--- src/julia_escape_time_iterator_unit_defines.svh ---
// Assertion macros used by the escape-time iterator controller.
`ifndef JULIA_ESCAPE_TIME_ITERATOR_UNIT_DEFINES_SVH
`define JULIA_ESCAPE_TIME_ITERATOR_UNIT_DEFINES_SVH

// Consequent must hold in the same cycle as the antecedent.
`define JETI_ASSERT_SAME(label, ante, cons, msg) \
   label: assert property (@(posedge clock) disable iff (reset) (ante) |-> (cons)) \
      else $error(msg);

// Consequent must hold in the cycle after the antecedent.
`define JETI_ASSERT_NEXT(label, ante, cons, msg) \
   label: assert property (@(posedge clock) disable iff (reset) (ante) |=> (cons)) \
      else $error(msg);

`endif

--- src/jeti_pkg.sv ---
// Package: widths, register codes, shared types and the z saturation function of the escape-time iterator.
package jeti_pkg;

   localparam int FRAC_BITS       = 28;
   localparam int Z_W             = 32;
   localparam int C_W             = 30;
   localparam int ITER_W          = 16;
   localparam int MAG_W           = 35;
   localparam int PERIOD_INTERVAL = 20;
   localparam int PC_W            = $clog2(PERIOD_INTERVAL + 1);
   localparam int PROD_W          = 2 * Z_W;
   // square shifted down by FRAC_BITS; the product never exceeds 2^62
   localparam int SQ_W            = PROD_W - FRAC_BITS - 1;
   localparam int SUM_W           = SQ_W + 1;
   localparam int NEXT_W          = SQ_W + 2;
   localparam int CSR_IDX_W       = 2;
   localparam int CSR_DATA_W      = C_W;

   localparam logic [ITER_W-1:0] MAX_ITER_RESET = ITER_W'(256);
   localparam logic [SUM_W-1:0]  ESCAPE_LIMIT   = SUM_W'(4) << FRAC_BITS;

   typedef enum logic [CSR_IDX_W-1:0] {
      CSR_C_REAL   = 2'd0,
      CSR_C_IMAG   = 2'd1,
      CSR_MAX_ITER = 2'd2
   } csr_index_type;

   typedef struct packed {
      logic load;
      logic square;
      logic step;
      logic out_load;
   } dp_cmd_type;

   typedef struct packed {
      logic finish;
   } dp_status_type;

   // clamp a wide signed sum to the z range
   function automatic logic signed [Z_W-1:0] sat_z(input logic signed [NEXT_W-1:0] v);
      logic signed [Z_W-1:0] r;
      if (v[NEXT_W-1:Z_W-1] == {(NEXT_W-Z_W+1){1'b0}} ||
          v[NEXT_W-1:Z_W-1] == {(NEXT_W-Z_W+1){1'b1}}) begin
         r = v[Z_W-1:0];
      end else if (v[NEXT_W-1]) begin
         r = {1'b1, {(Z_W-1){1'b0}}};
      end else begin
         r = {1'b0, {(Z_W-1){1'b1}}};
      end
      return r;
   endfunction

endpackage

--- src/jeti_ctrl.sv ---
// Controller: sequences load, square and step phases and owns the result handshake.
`include "julia_escape_time_iterator_unit_defines.svh"

module jeti_ctrl import jeti_pkg::*; (
   input  logic          clock,
   input  logic          reset,
   input  logic          req_valid,
   output logic          req_ready,
   output logic          rsp_valid,
   input  logic          rsp_ready,
   input  dp_status_type status,
   output dp_cmd_type    cmd
);

   typedef enum logic [3:0] {
      ST_IDLE   = 4'b0001,
      ST_SQUARE = 4'b0010,
      ST_STEP   = 4'b0100,
      ST_HOLD   = 4'b1000
   } state_type;

   state_type state_ff, state_in;
   logic      out_valid_ff, out_valid_in;
   logic      accept, out_free, done;

   assign req_ready = (state_ff == ST_IDLE);
   assign accept    = req_valid && req_ready;
   assign out_free  = !out_valid_ff || rsp_ready;
   assign done      = ((state_ff == ST_STEP) && status.finish) || (state_ff == ST_HOLD);

   assign cmd.load     = accept;
   assign cmd.square   = (state_ff == ST_SQUARE);
   assign cmd.step     = (state_ff == ST_STEP) && !status.finish;
   assign cmd.out_load = done && out_free;

   always_comb begin
      state_in = state_ff;
      unique case (state_ff)
         ST_IDLE: begin
            if (accept) state_in = ST_SQUARE;
         end
         ST_SQUARE: begin
            state_in = ST_STEP;
         end
         ST_STEP: begin
            if (!status.finish) state_in = ST_SQUARE;
            else if (out_free) state_in = ST_IDLE;
            else state_in = ST_HOLD;
         end
         ST_HOLD: begin
            // wait for the previous result word to drain
            if (out_free) state_in = ST_IDLE;
         end
         default: begin
            state_in = ST_IDLE;
         end
      endcase
   end

   always_comb begin
      if (cmd.out_load) out_valid_in = 1'b1;
      else if (rsp_ready) out_valid_in = 1'b0;
      else out_valid_in = out_valid_ff;
   end

   always_ff @(posedge clock) begin
      if (reset) begin
         state_ff     <= ST_IDLE;
         out_valid_ff <= 1'b0;
      end else begin
         state_ff     <= state_in;
         out_valid_ff <= out_valid_in;
      end
   end

   assign rsp_valid = out_valid_ff;

   `JETI_ASSERT_SAME(a_no_overwrite, cmd.out_load, !out_valid_ff || rsp_ready, "result word overwritten before taken")
   `JETI_ASSERT_NEXT(a_accept_square, accept, state_ff == ST_SQUARE, "accepted word did not start squaring")
   `JETI_ASSERT_SAME(a_hold_busy, state_ff == ST_HOLD, out_valid_ff, "holding while result register empty")
   `JETI_ASSERT_NEXT(a_step_loop, cmd.step, state_ff == ST_SQUARE, "step not followed by square")

endmodule

--- config.mk ---
export PLATFORM = sky130hd
export DESIGN_NAME = jeti_ctrl
export DESIGN_NICKNAME = d
export VERILOG_FILES = /design/src/jeti_pkg.sv /design/src/jeti_ctrl.sv
export VERILOG_INCLUDE_DIRS = /design/src /design/src/src
export SDC_FILE = /design/constraint.sdc
export NUM_CORES = 1
export LEC_CHECK = 0
export ABC_AREA = 1
export ABC_CLOCK_PERIOD_IN_PS = 1700
export BUFFER_PORTS_ARGS = -buffer_cell sky130_fd_sc_hd__buf_2
export CAP_MARGIN = 20
export CORE_AREA = 4 4 41 43
export CTS_BUF_LIST = sky130_fd_sc_hd__clkbuf_4 sky130_fd_sc_hd__clkbuf_8
export DETAILED_ROUTE_END_ITERATION = 16
export DIE_AREA = 0 0 45 47
export RECOVER_POWER = 25
export SYNTH_ARGS = -nofsm -noshare
export SYNTH_HDL_FRONTEND = slang
export SYNTH_SLANG_ARGS = --single-unit
--- constraint.sdc ---
create_clock -name clock -period 1.7 [get_ports clock]
set_clock_uncertainty 0.2 [all_clocks]
set_input_delay 0.425 -clock clock [delete_from_list [all_inputs] [get_ports clock]]
set_output_delay 0.425 -clock clock [all_outputs]
set_load 0.05 [all_outputs]
## Word-level counts from Yosys, hierarchy flattened

Index checks and enable logic that the tools add are counted.

| cells by class | value |
|---|---|
| equality and inequality tests | 6 |
| muxes and demuxes | 7 |
| reduce and logical (&&, ||, !) cells | 10 |

Operator list:

| operator | number |
|---|---|
| $mux W4 | 4 |
| $pmux W4 S4 | 1 |
| $eq A4 B1 Y1 const B | 1 |
| $eq A4 B2 Y1 const B | 1 |
| $eq A4 B3 Y1 const B | 1 |
| $eq A4 B4 Y1 const B | 1 |
| $logic_and A1 B1 Y1 | 4 |
| $logic_not A1 Y1 | 2 |
| $logic_or A1 B1 Y1 | 2 |
| $mux W1 | 2 |
| $ne A2 B1 Y1 const B | 1 |
| $ne A2 B2 Y1 const B | 1 |
| $reduce_and A2 Y1 | 1 |
| $reduce_bool A2 Y1 | 1 |

| storage, ports and cells | value |
|---|---|
| bits in registers | 5 |
| bits of input ports | 5 |
| output and inout port bits | 6 |
| logic and storage cells | 25 |

## Logic depth before layout (Yosys ltp)

Gate-level depths: netlist (run 1).

| depth | value |
|---|---|
| word-level depth | 5 |
| depth in mapped cells | 7 |
| depth with buffers taken out | 7 |

## Worst setup path after synthesis (run 1)

Ideal clock, no wire load.

| path | value |
|---|---|
| path type | reg-to-output |
| start | register out_valid_ff (netlist: rsp_valid) |
| end | output port cmd[0] (netlist bit) |
| arrival time | 1.095 ns |
| required time | 1.075 ns |
| setup slack | -0.020 ns |
| stages on the path, launching flop included | 5 |
| path buffers | 1 |
| path through | dfxtp_1 > inv_1 > nor2_2 > a21oi_1 > buf_4 |

RTL lines:

| item | line | text |
|---|---|---|
| from (decl) | jeti_ctrl.sv:23 | `logic out_valid_ff, out_valid_in;` |
| from (signal assigned) | jeti_ctrl.sv:72 | `out_valid_ff <= out_valid_in;` |
| to (decl) | jeti_ctrl.sv:12 | `output dp_cmd_type cmd` |

==> out/qor.csv, run 1 <==
stage,metric,value,unit
worst_setup_path,CP startpoint kind,flip-flop,
worst_setup_path,Crit Path Category,reg -> out,
timing,RSZ-0062 raised after global routing,yes,
clock_network,root buf cell,clkbuf_4,
floorplan,core area,1300,µm²
hold_path,hold endpoint,state_ff[1],
worst_setup_path,Worst Path Required,1.07,ns
cells_and_area,Area Growth Syn to Fin,74.6,%
detailed_routing,Via Count,371,
global_routing,largest net degree at the start of global routing,5,
run_status,status,finished with violations,
timing,fmax,547,MHz
global_routing,global routing usage on met2,15.8,%
cells_and_area,n_diodes,0,
placement,DP Cell Count,80,
yosys,sequential fraction of the synthesis area,31.7,%
yosys,Synth Cell Area,315,µm²
floorplan,num ports,11,
placement,Post-DP HPWL,568,µm
yosys,most frequent cell after synthesis,nand2_1,
clock_network,Clock transition at path regs,0.04,ns
floorplan,Row Count,13,
yosys,Main synth FF type,dfxtp_1,
detailed_routing,wire per inst,9.71,µm
global_routing,antenna violations before repair,0,
global_routing,first-pass GRT wire length,1.37,mm
yosys,Yosys warning count,0,
worst_setup_path,CP Capture Type,output pin,
timing,Max Slew Vio Count,0,
yosys,syn_area_per_cell,5.73,µm²
worst_setup_path,reg2reg start,state_ff[0],
worst_setup_path,critical path arrival,1.20,ns
global_routing,met1 global-route usage,9.09,%
yosys,Post-synth top cells,"16 x nand2_1, 13 x inv_1, 8 x nor2_1, 5 x dfxtp_1, 5 x nand3_1",
global_routing,grt total ovfl,0,
hold_path,hold crit path type,in -> reg,
worst_setup_path,"Largest delay share family, worst path",flip-flops,
clock_network,CTS max path bufs,2,
worst_setup_path,crit-path most repeated cell,nand2_2,
yosys,"area leader, netlist",dfxtp_1,
yosys,synthesized net count,60,
clock_network,clk sink count,5,
pwr,LEAKAGE,0.302,nW
worst_setup_path,Crit Path Max Fanout,3,
worst_setup_path,Worst Path Buf+Inv,2,
yosys,"FFs w/ async S/R, synth",0,%
timing,Final setup viols,3,
flow_run,number of max-cap violations,0,
worst_setup_path,r2r endpoint,rsp_valid,
floorplan,Die X,45,µm
clock_network,H-tree Lvls,1,
placement,"worst slack, placed",0.00443,ns
pwr,pwr/cell area,976,nW/µm²
detailed_routing,Initial DRC Count,6,
global_routing,vias in the first global route,369,
global_routing,met3 GRT Util,2.30,%
placement,port bufs,10,
cells_and_area,layout cells sized above 1,59.2,%
clock_network,latest clock arrival within the worst-skew pair,0.24,ns
timing,Final period util,108,%
detailed_routing,drt pass-1 iters,4,
yosys,number of flops mapped to enable cells by yosys,0,
floorplan,Die Area,2120,µm²
detailed_routing,DR DRC count,0,
global_routing,GRT Overall Usage,9.48,%
yosys,"top cells by area, synth","dfxtp_1 32%, nand2_1 19%, inv_1 15%",
timing,fin crit period,1.83,ns
worst_setup_path,R2R Setup Slk,0.16,ns
timing,worst slew pin tran,0.251,ns
cells_and_area,final cell count without fillers,91,
cells_and_area,fill cell count,142,
yosys,Syn Inst Count,55,
clock_network,TritonCTS buffer count,3,
detailed_routing,drt via density,4.08,
hold_path,hold path depth,2,
floorplan,Initial Utilization,24.2,%
timing,final hold vios,0,
global_routing,most used routing layer,met2,
clock_network,TritonCTS clock tree,built,
placement,routability cong.,0.743,
worst_setup_path,Critical Path Slowest Stage Cell,dfxtp_2,
cells_and_area,Nets,82,
detailed_routing,ANT nets after route,0,
floorplan,Chip Height,47,µm
yosys,Yosys reg bits,5,
worst_setup_path,max incr delay on CP,0.32,ns
timing,normalized max-slew margin,83.4,%
pwr,worst vdd ir,0.508,mV
yosys,Yosys top cell area share,31.7,%
worst_setup_path,r2r worst-path depth,11,
detailed_routing,Routed WL,884,µm
run_status,failing checks,negative setup slack,
timing,Worst Slack Setup Final,-0.129,ns
hold_path,hold_sp,reset,
worst_setup_path,worst path cell trace,"inv_2, nand2_2, nor2_4, nand2_2, a21oi_2, buf_6",
yosys,post-synth cell types,9,
## stage by stage
step	cell area [µm²]	util, %	hold WS (ns)	total power, mW	setup TNS (ns)
detailed placement	385	29.6	0.395	0.314	0
global route	551	42.3	0.170	0.577	-0.675
finish	551	42.3	0.180	0.537	-0.291
CTS	509	39.1	0.179	0.498	-0.451
global placement	385	29.6	0.376	0.313	0
floorplan	317	-	0.292	0.279	0
## power breakdown
part / internal, mW / switching, mW
clock network: 0.104 / 0.0464
registers: 0.134 / 0.0139
logic: 0.0903 / 0.148
## how the worst max path moves through the flow
stage / from / endpoint / slack [ns] / cells after the start
6_report: state_ff[0] / cmd[0] / -0.13 / 6
4_1_cts: state_ff[0] / cmd[0] / -0.14 / 6
3_3_place_gp: state_ff[3] / cmd[0] / 0.01 / 6
3_5_place_dp: state_ff[3] / cmd[0] / 0.004 / 6
5_1_grt: state_ff[0] / cmd[0] / -0.22 / 6
2_1_floorplan: state_ff[3] / cmd[0] / 0.12 / 6
## layout by cell type (no fill, tap or decap), types with 4 or more instances in the layout
cell | Yosys | layout
nor2_2 | 3 | 4
nand3_1 | 5 | 5
inv_1 | 13 | 9
buf_4 | 2 | 8
nand2_2 | 0 | 6
buf_2 | 0 | 5
buf_6 | 0 | 5
clkbuf_4 | 0 | 4
nand2_1 | 16 | 10
nor2_1 | 8 | 5
dfxtp_2 | 0 | 4
inv_2 | 0 | 4
## what timing repair did
item,CTS,global route
setup endpoints to repair,5,6
pin swaps,3,4
buffers inserted,8,1
hold buffers,0,0
gates resized for setup,16,17
## layout make-up
cell class	instances	area [µm²]	share of cell area [%]
multi-input cells	35	188	34.1
clock buffers	4	30.0	5.45
inverters	13	48.8	8.86
flip-flops and latches	5	109	19.8
repair buffers	19	156	28.4
well taps	15	18.8	3.41
## flip-flops by register name (all words and copies together), names as in the netlist
signal and flops:
state_ff 4, rsp_valid 1
## cells by family (layout without fill, tap and decap cells)
| logic type | after synthesis | after routing | synth area share (%) |
|---|---|---|---|
| simple gates | 33 | 33 | 44.8 |
| compound gates | 2 | 2 | 3.17 |
| flops | 5 | 5 | 31.7 |
| buf+inv | 15 | 36 | 20.2 |
## metal layers
layer | wire length, µm | share of wire [%]
met1 | 339 | 38
met3 | 48 | 5.4
met2 | 475 | 54
met5 | 0 | 0
met4 | 21 | 2.4
## worst register-to-register path: cells and delay by family (launching register included)
| kind | cells | cell delay, ns |
|---|---|---|
| DFF | 1 | 0.32 |
| and+or+nand+nor | 5 | 0.38 |
| buffers and inverters | 6 | 0.59 |
Power figures use the tool's default switching activity.
==> run 2, diff against run 1 <==
--- a/config.mk
+++ b/config.mk
@@ -7,14 +7,18 @@
 export NUM_CORES = 1
 export LEC_CHECK = 0
 export ABC_AREA = 1
-export ABC_CLOCK_PERIOD_IN_PS = 1700
+export ABC_CLOCK_PERIOD_IN_PS = 2100
 export BUFFER_PORTS_ARGS = -buffer_cell sky130_fd_sc_hd__buf_2
 export CAP_MARGIN = 20
+export CELL_PAD_IN_SITES_DETAIL_PLACEMENT = 1
+export CELL_PAD_IN_SITES_GLOBAL_PLACEMENT = 1
 export CORE_AREA = 4 4 41 43
 export CTS_BUF_LIST = sky130_fd_sc_hd__clkbuf_4 sky130_fd_sc_hd__clkbuf_8
 export DETAILED_ROUTE_END_ITERATION = 16
 export DIE_AREA = 0 0 45 47
+export PLACE_DENSITY_LB_ADDON = 0.1
 export RECOVER_POWER = 25
 export SYNTH_ARGS = -nofsm -noshare
 export SYNTH_HDL_FRONTEND = slang
 export SYNTH_SLANG_ARGS = --single-unit
+export TNS_END_PERCENT = 20
==> constraint.sdc (replaced) <==
create_clock -name clock -period 2.1 [get_ports clock]
set_clock_uncertainty 0.2 [all_clocks]
set_input_delay 0.525 -clock clock [delete_from_list [all_inputs] [get_ports clock]]
set_output_delay 0.525 -clock clock [all_outputs]
set_load 0.05 [all_outputs]
==> out/qor.csv, run 2 (synthesized netlist as in run 1, its figures left out) <==
stage,metric,value,unit
floorplan,Row Count,13,
pwr,Internal Power,0.227,mW
worst_setup_path,critical path arrival,1.27,ns
worst_setup_path,CP startpoint kind,flip-flop,
timing,Final setup viols,0,
detailed_routing,drt pass-1 iters,2,
global_routing,antenna violations before repair,0,
floorplan,Initial Utilization,24.2,%
detailed_routing,Initial DRC Count,1,
worst_setup_path,Crit Path Max Fanout,4,
cells_and_area,fill cell count,190,
placement,routability cong.,0.631,
cells_and_area,Nets,73,
floorplan,Die Area,2120,µm²
hold_path,hold path depth,2,
clock_network,Post-CTS Setup Bufs,0,
clock_network,CTS max path bufs,2,
hold_path,hold crit path type,in -> reg,
pwr,sw power,0.146,mW
cells_and_area,most frequent cells in the layout,"16 x nand2_1, 13 x inv_1, 8 x nor2_1, 8 x buf_2",
pwr,Clk pwr share,32.2,%
timing,worst slew pin tran,0.252,ns
global_routing,largest net degree at the start of global routing,6,
floorplan,Die X,45,µm
clock_network,TritonCTS clock tree,built,
worst_setup_path,Worst Path Required,1.37,ns
worst_setup_path,CP Capture Type,output pin,
clock_network,TritonCTS buffer count,3,
timing,fmax,502,MHz
pwr,LEAKAGE,0.247,nW
run_status,status,finished clean,
cells_and_area,layout cells sized above 1,25.4,%
clock_network,Clock transition at path regs,0.04,ns
placement,DP Area,369,µm²
placement,port bufs,10,
clock_network,latest clock arrival within the worst-skew pair,0.23,ns
cells_and_area,final core occ,31.4,%
timing,fin crit period,1.99,ns
pwr,worst vdd ir,0.324,mV
timing,RSZ-0062 raised after global routing,yes,
clock_network,H-tree Lvls,1,
global_routing,grt total ovfl,0,
timing,Max Slew Vio Count,0,
worst_setup_path,r2r worst-path depth,6,
cells_and_area,Largest Register,state_ff,
pwr,pwr/cell area,912,nW/µm²
placement,Post-DP HPWL,661,µm
cells_and_area,"commonest non-fill, non-tap cell in the layout",nand2_1,
detailed_routing,DR DRC count,0,
placement,"worst slack, placed",0.272,ns
timing,normalized max-slew margin,83.3,%
cells_and_area,cell area after layout,409,µm²
detailed_routing,Via Count,343,
detailed_routing,ANT nets after route,0,
timing,Final period util,94.8,%
clock_network,root buf cell,clkbuf_4,
pwr,Sequential Power Share,30.1,%
flow_run,number of max-cap violations,0,
global_routing,first-pass GRT wire length,1.21,mm
detailed_routing,drt via density,4.18,
floorplan,Chip Height,47,µm
timing,Worst Slack Setup Final,0.110,ns
cells_and_area,Largest register FFs,4,
detailed_routing,wire per inst,8.99,µm
cells_and_area,n_diodes,0,
floorplan,core area,1300,µm²
global_routing,GRT Overall Usage,8.46,%
floorplan,num ports,11,
timing,final hold vios,0,
worst_setup_path,Crit Path Category,reg -> out,
detailed_routing,Routed WL,737,µm
pwr,Net Sw Frac,39.2,%
pwr,Comb power frac,37.8,%
global_routing,vias in the first global route,329,
cells_and_area,Area Growth Syn to Fin,29.8,%
clock_network,clk sink count,5,
-- run 2: timing repair --
item / CTS / global route
resized for setup: 0 / 4
hold buffers: 0 / 0
setup endpoints to repair: 0 / 2
-- run 2: layer usage --
metal / track usage [%] / vias up / wire (µm)
met3: 1.15 / 2 / 48
met1: 9.79 / 147 / 346
met5: 0 / - / 0
li1: - / 186 / -
met2: 13.0 / 8 / 329
met4: 8.77 / 0 / 12
-- run 2: layout make-up --
cell class	instances	area, µm²	share of cell area, %
multi-input cells	35	156	38.2
well taps	15	18.8	4.59
flip-flops and latches	5	100	24.5
inverters	13	48.8	11.9
repair buffers	10	55.1	13.5
clock buffers	4	30.0	7.34
-- run 2: critical path, stage by stage (launching register included) --
cell     delay (ns)
dfxtp_1        0.37
nand2_1        0.10
nor2_4         0.14
nand2_1        0.08
a21oi_1        0.13
buf_4          0.21
-- run 2: worst paths after layout --
| path | startpoint | endpoint | slack, ns |
|---|---|---|---|
| worst max-delay path | state_ff[2] | cmd[0] | 0.11 |
| worst min-delay path | reset | state_ff[1] | 0.30 |
| worst max register to register | state_ff[1] | state_ff[1] | 0.90 |
| worst min register to register | state_ff[0] | state_ff[2] | 0.39 |
-- run 2: stage by stage --
stage	hold slack [ns]	TNS, ns	std cells	total power, mW
after CTS	0.294	0	82	0.379
final	0.300	0	82	0.373
after floorplan	0.326	0	55	0.226
after detailed placement	0.391	0	78	0.253
after global placement	0.389	0	78	0.252
after global routing	0.298	-0.0161	82	0.406
-- run 2: power by group through the flow --
| stage | Combinational (mW) | Sequential, mW | Clock (mW) |
|---|---|---|---|
| floorplan | 0.113 | 0.113 | 0 |
| global placement | 0.138 | 0.114 | 0 |
| detailed placement | 0.139 | 0.114 | 0 |
| CTS | 0.140 | 0.112 | 0.127 |
| global route | 0.157 | 0.114 | 0.136 |
| finish | 0.141 | 0.112 | 0.120 |
==> run 3, diff against run 2 <==
--- a/config.mk
+++ b/config.mk
@@ -7,7 +7,7 @@
 export NUM_CORES = 1
 export LEC_CHECK = 0
 export ABC_AREA = 1
-export ABC_CLOCK_PERIOD_IN_PS = 2100
+export ABC_CLOCK_PERIOD_IN_PS = 2000
 export BUFFER_PORTS_ARGS = -buffer_cell sky130_fd_sc_hd__buf_2
 export CAP_MARGIN = 20
 export CELL_PAD_IN_SITES_DETAIL_PLACEMENT = 1
==> constraint.sdc (replaced) <==
create_clock -name clock -period 2 [get_ports clock]
set_clock_uncertainty 0.2 [all_clocks]
set_input_delay 0.5 -clock clock [delete_from_list [all_inputs] [get_ports clock]]
set_output_delay 0.5 -clock clock [all_outputs]
set_load 0.05 [all_outputs]
==> out/qor.csv, run 3 (synthesized netlist as in run 1, its figures left out) <==
stage,metric,value,unit
timing,final hold vios,0,
cells_and_area,final core occ,36.7,%
detailed_routing,Routed WL,858,µm
pwr,Clk pwr share,31.8,%
global_routing,vias in the first global route,347,
floorplan,Initial Utilization,24.2,%
global_routing,grt total ovfl,0,
pwr,LEAKAGE,0.276,nW
floorplan,Chip Height,47,µm
timing,Max Slew Vio Count,0,
floorplan,Row Count,13,
placement,Post-DP HPWL,633,µm
worst_setup_path,CP Capture Type,output pin,
global_routing,largest net degree at the start of global routing,6,
timing,Final setup viols,0,
worst_setup_path,CP startpoint kind,flip-flop,
placement,"worst slack, placed",0.205,ns
timing,Final period util,96.3,%
clock_network,CTS max path bufs,2,
detailed_routing,wire per inst,9.75,µm
pwr,pwr/cell area,844,nW/µm²
clock_network,H-tree Lvls,1,
global_routing,antenna violations before repair,0,
clock_network,clk sink count,5,
detailed_routing,Initial DRC Count,3,
cells_and_area,Area Growth Syn to Fin,51.6,%
placement,port bufs,10,
pwr,Net Sw Frac,39.6,%
floorplan,core area,1300,µm²
timing,Worst Slack Setup Final,0.0731,ns
cells_and_area,"commonest non-fill, non-tap cell in the layout",nand2_1,
clock_network,TritonCTS buffer count,3,
worst_setup_path,critical path arrival,1.23,ns
cells_and_area,n_diodes,0,
detailed_routing,drt via density,4.11,
clock_network,Clock transition at path regs,0.04,ns
pwr,Internal Power,0.244,mW
cells_and_area,most frequent cells in the layout,"13 x nand2_1, 10 x inv_1, 9 x nor2_1",
detailed_routing,Via Count,362,
cells_and_area,layout cells sized above 1,45.2,%
detailed_routing,drt pass-1 iters,4,
pwr,Sequential Power Share,30.1,%
pwr,sw power,0.160,mW
clock_network,TritonCTS clock tree,built,
timing,normalized max-slew margin,77.4,%
worst_setup_path,Crit Path Max Fanout,4,
floorplan,num ports,11,
timing,RSZ-0062 raised after global routing,yes,
cells_and_area,Largest register FFs,4,
placement,routability cong.,0.640,
floorplan,Die Area,2120,µm²
cells_and_area,Largest Register,state_ff,
clock_network,root buf cell,clkbuf_4,
global_routing,first-pass GRT wire length,1.35,mm
pwr,Comb power frac,38.1,%
timing,fin crit period,1.93,ns
detailed_routing,ANT nets after route,0,
flow_run,number of max-cap violations,0,
worst_setup_path,Worst Path Required,1.30,ns
worst_setup_path,Crit Path Category,reg -> out,
pwr,worst vdd ir,0.324,mV
detailed_routing,DR DRC count,0,
timing,worst slew pin tran,0.338,ns
clock_network,latest clock arrival within the worst-skew pair,0.24,ns
run_status,status,finished clean,
timing,fmax,519,MHz
cells_and_area,Nets,79,
hold_path,hold crit path type,in -> reg,
global_routing,GRT Overall Usage,9.72,%
floorplan,Die X,45,µm
-- run 3: changes by cell type in the layout (fill, tap and decap cells not counted), moves of 2 or more --
cell	before	now
inv_1	13	10
dfxtp_1	5	1
nand2_1	16	13
dfxtp_2	0	4
buf_4	1	6
inv_2	0	3
buf_6	0	2
nand2_2	0	3
-- run 3: per-layer routing --
layer	global-route usage, %	wire, µm
met5	0	0
met4	10.5	9
met3	2.30	56
met2	16.9	425
met1	8.88	367
-- run 3: worst paths after layout --
kind,startpoint,to,slack [ns],cells past startpoint
worst max register to register,state_ff[3],rsp_valid,0.20,13
worst min-delay path,reset,state_ff[3],0.26,2
worst min register to register,state_ff[0],state_ff[2],0.37,3
worst max-delay path,state_ff[3],cmd[0],0.07,6
-- run 3: cell type report --
type	instances	area, µm²
Clock buffer	4	30.0
Fill cell	184	823
Inverter	13	48.8
Multi-Input combinational cell	35	165
Sequential cell	5	105
Tap cell	15	18.8
Timing Repair Buffer	16	110
-- run 3: what timing repair did --
action / CTS / global route
endpoints found under the setup margin: 1 / 4
cloned: 0 / 0
buffers inserted: 7 / 0
resized for setup: 7 / 11
pin swaps: 4 / 3
hold buffers: 0 / 0
-- run 3: critical path: stages, from the launching register on --
cell,delay (ns)
dfxtp_2,0.32
inv_2,0.06
nand2_2,0.06
nor2_4,0.14
nand2_2,0.09
a21oi_2,0.15
buf_6,0.17
-- run 3: power groups by stage --
stage / clock network [mW] / logic [mW] / registers [mW]
floorplan: 0 / 0.118 / 0.119
detailed placement: 0 / 0.145 / 0.119
global route: 0.148 / 0.168 / 0.123
CTS: 0.134 / 0.150 / 0.121
global placement: 0 / 0.145 / 0.119
finish: 0.128 / 0.154 / 0.121
-- run 3: through the flow --
step	setup TNS [ns]	power [mW]	hold WS [ns]	cells	instance area, µm²
3_3_place_gp	0	0.265	0.391	78	369
2_1_floorplan	0	0.237	0.326	55	315
4_1_cts	0	0.405	0.253	89	459
6_report	0	0.403	0.257	88	478
3_5_place_dp	0	0.264	0.389	78	369
5_1_grt	-0.0193	0.439	0.258	88	478
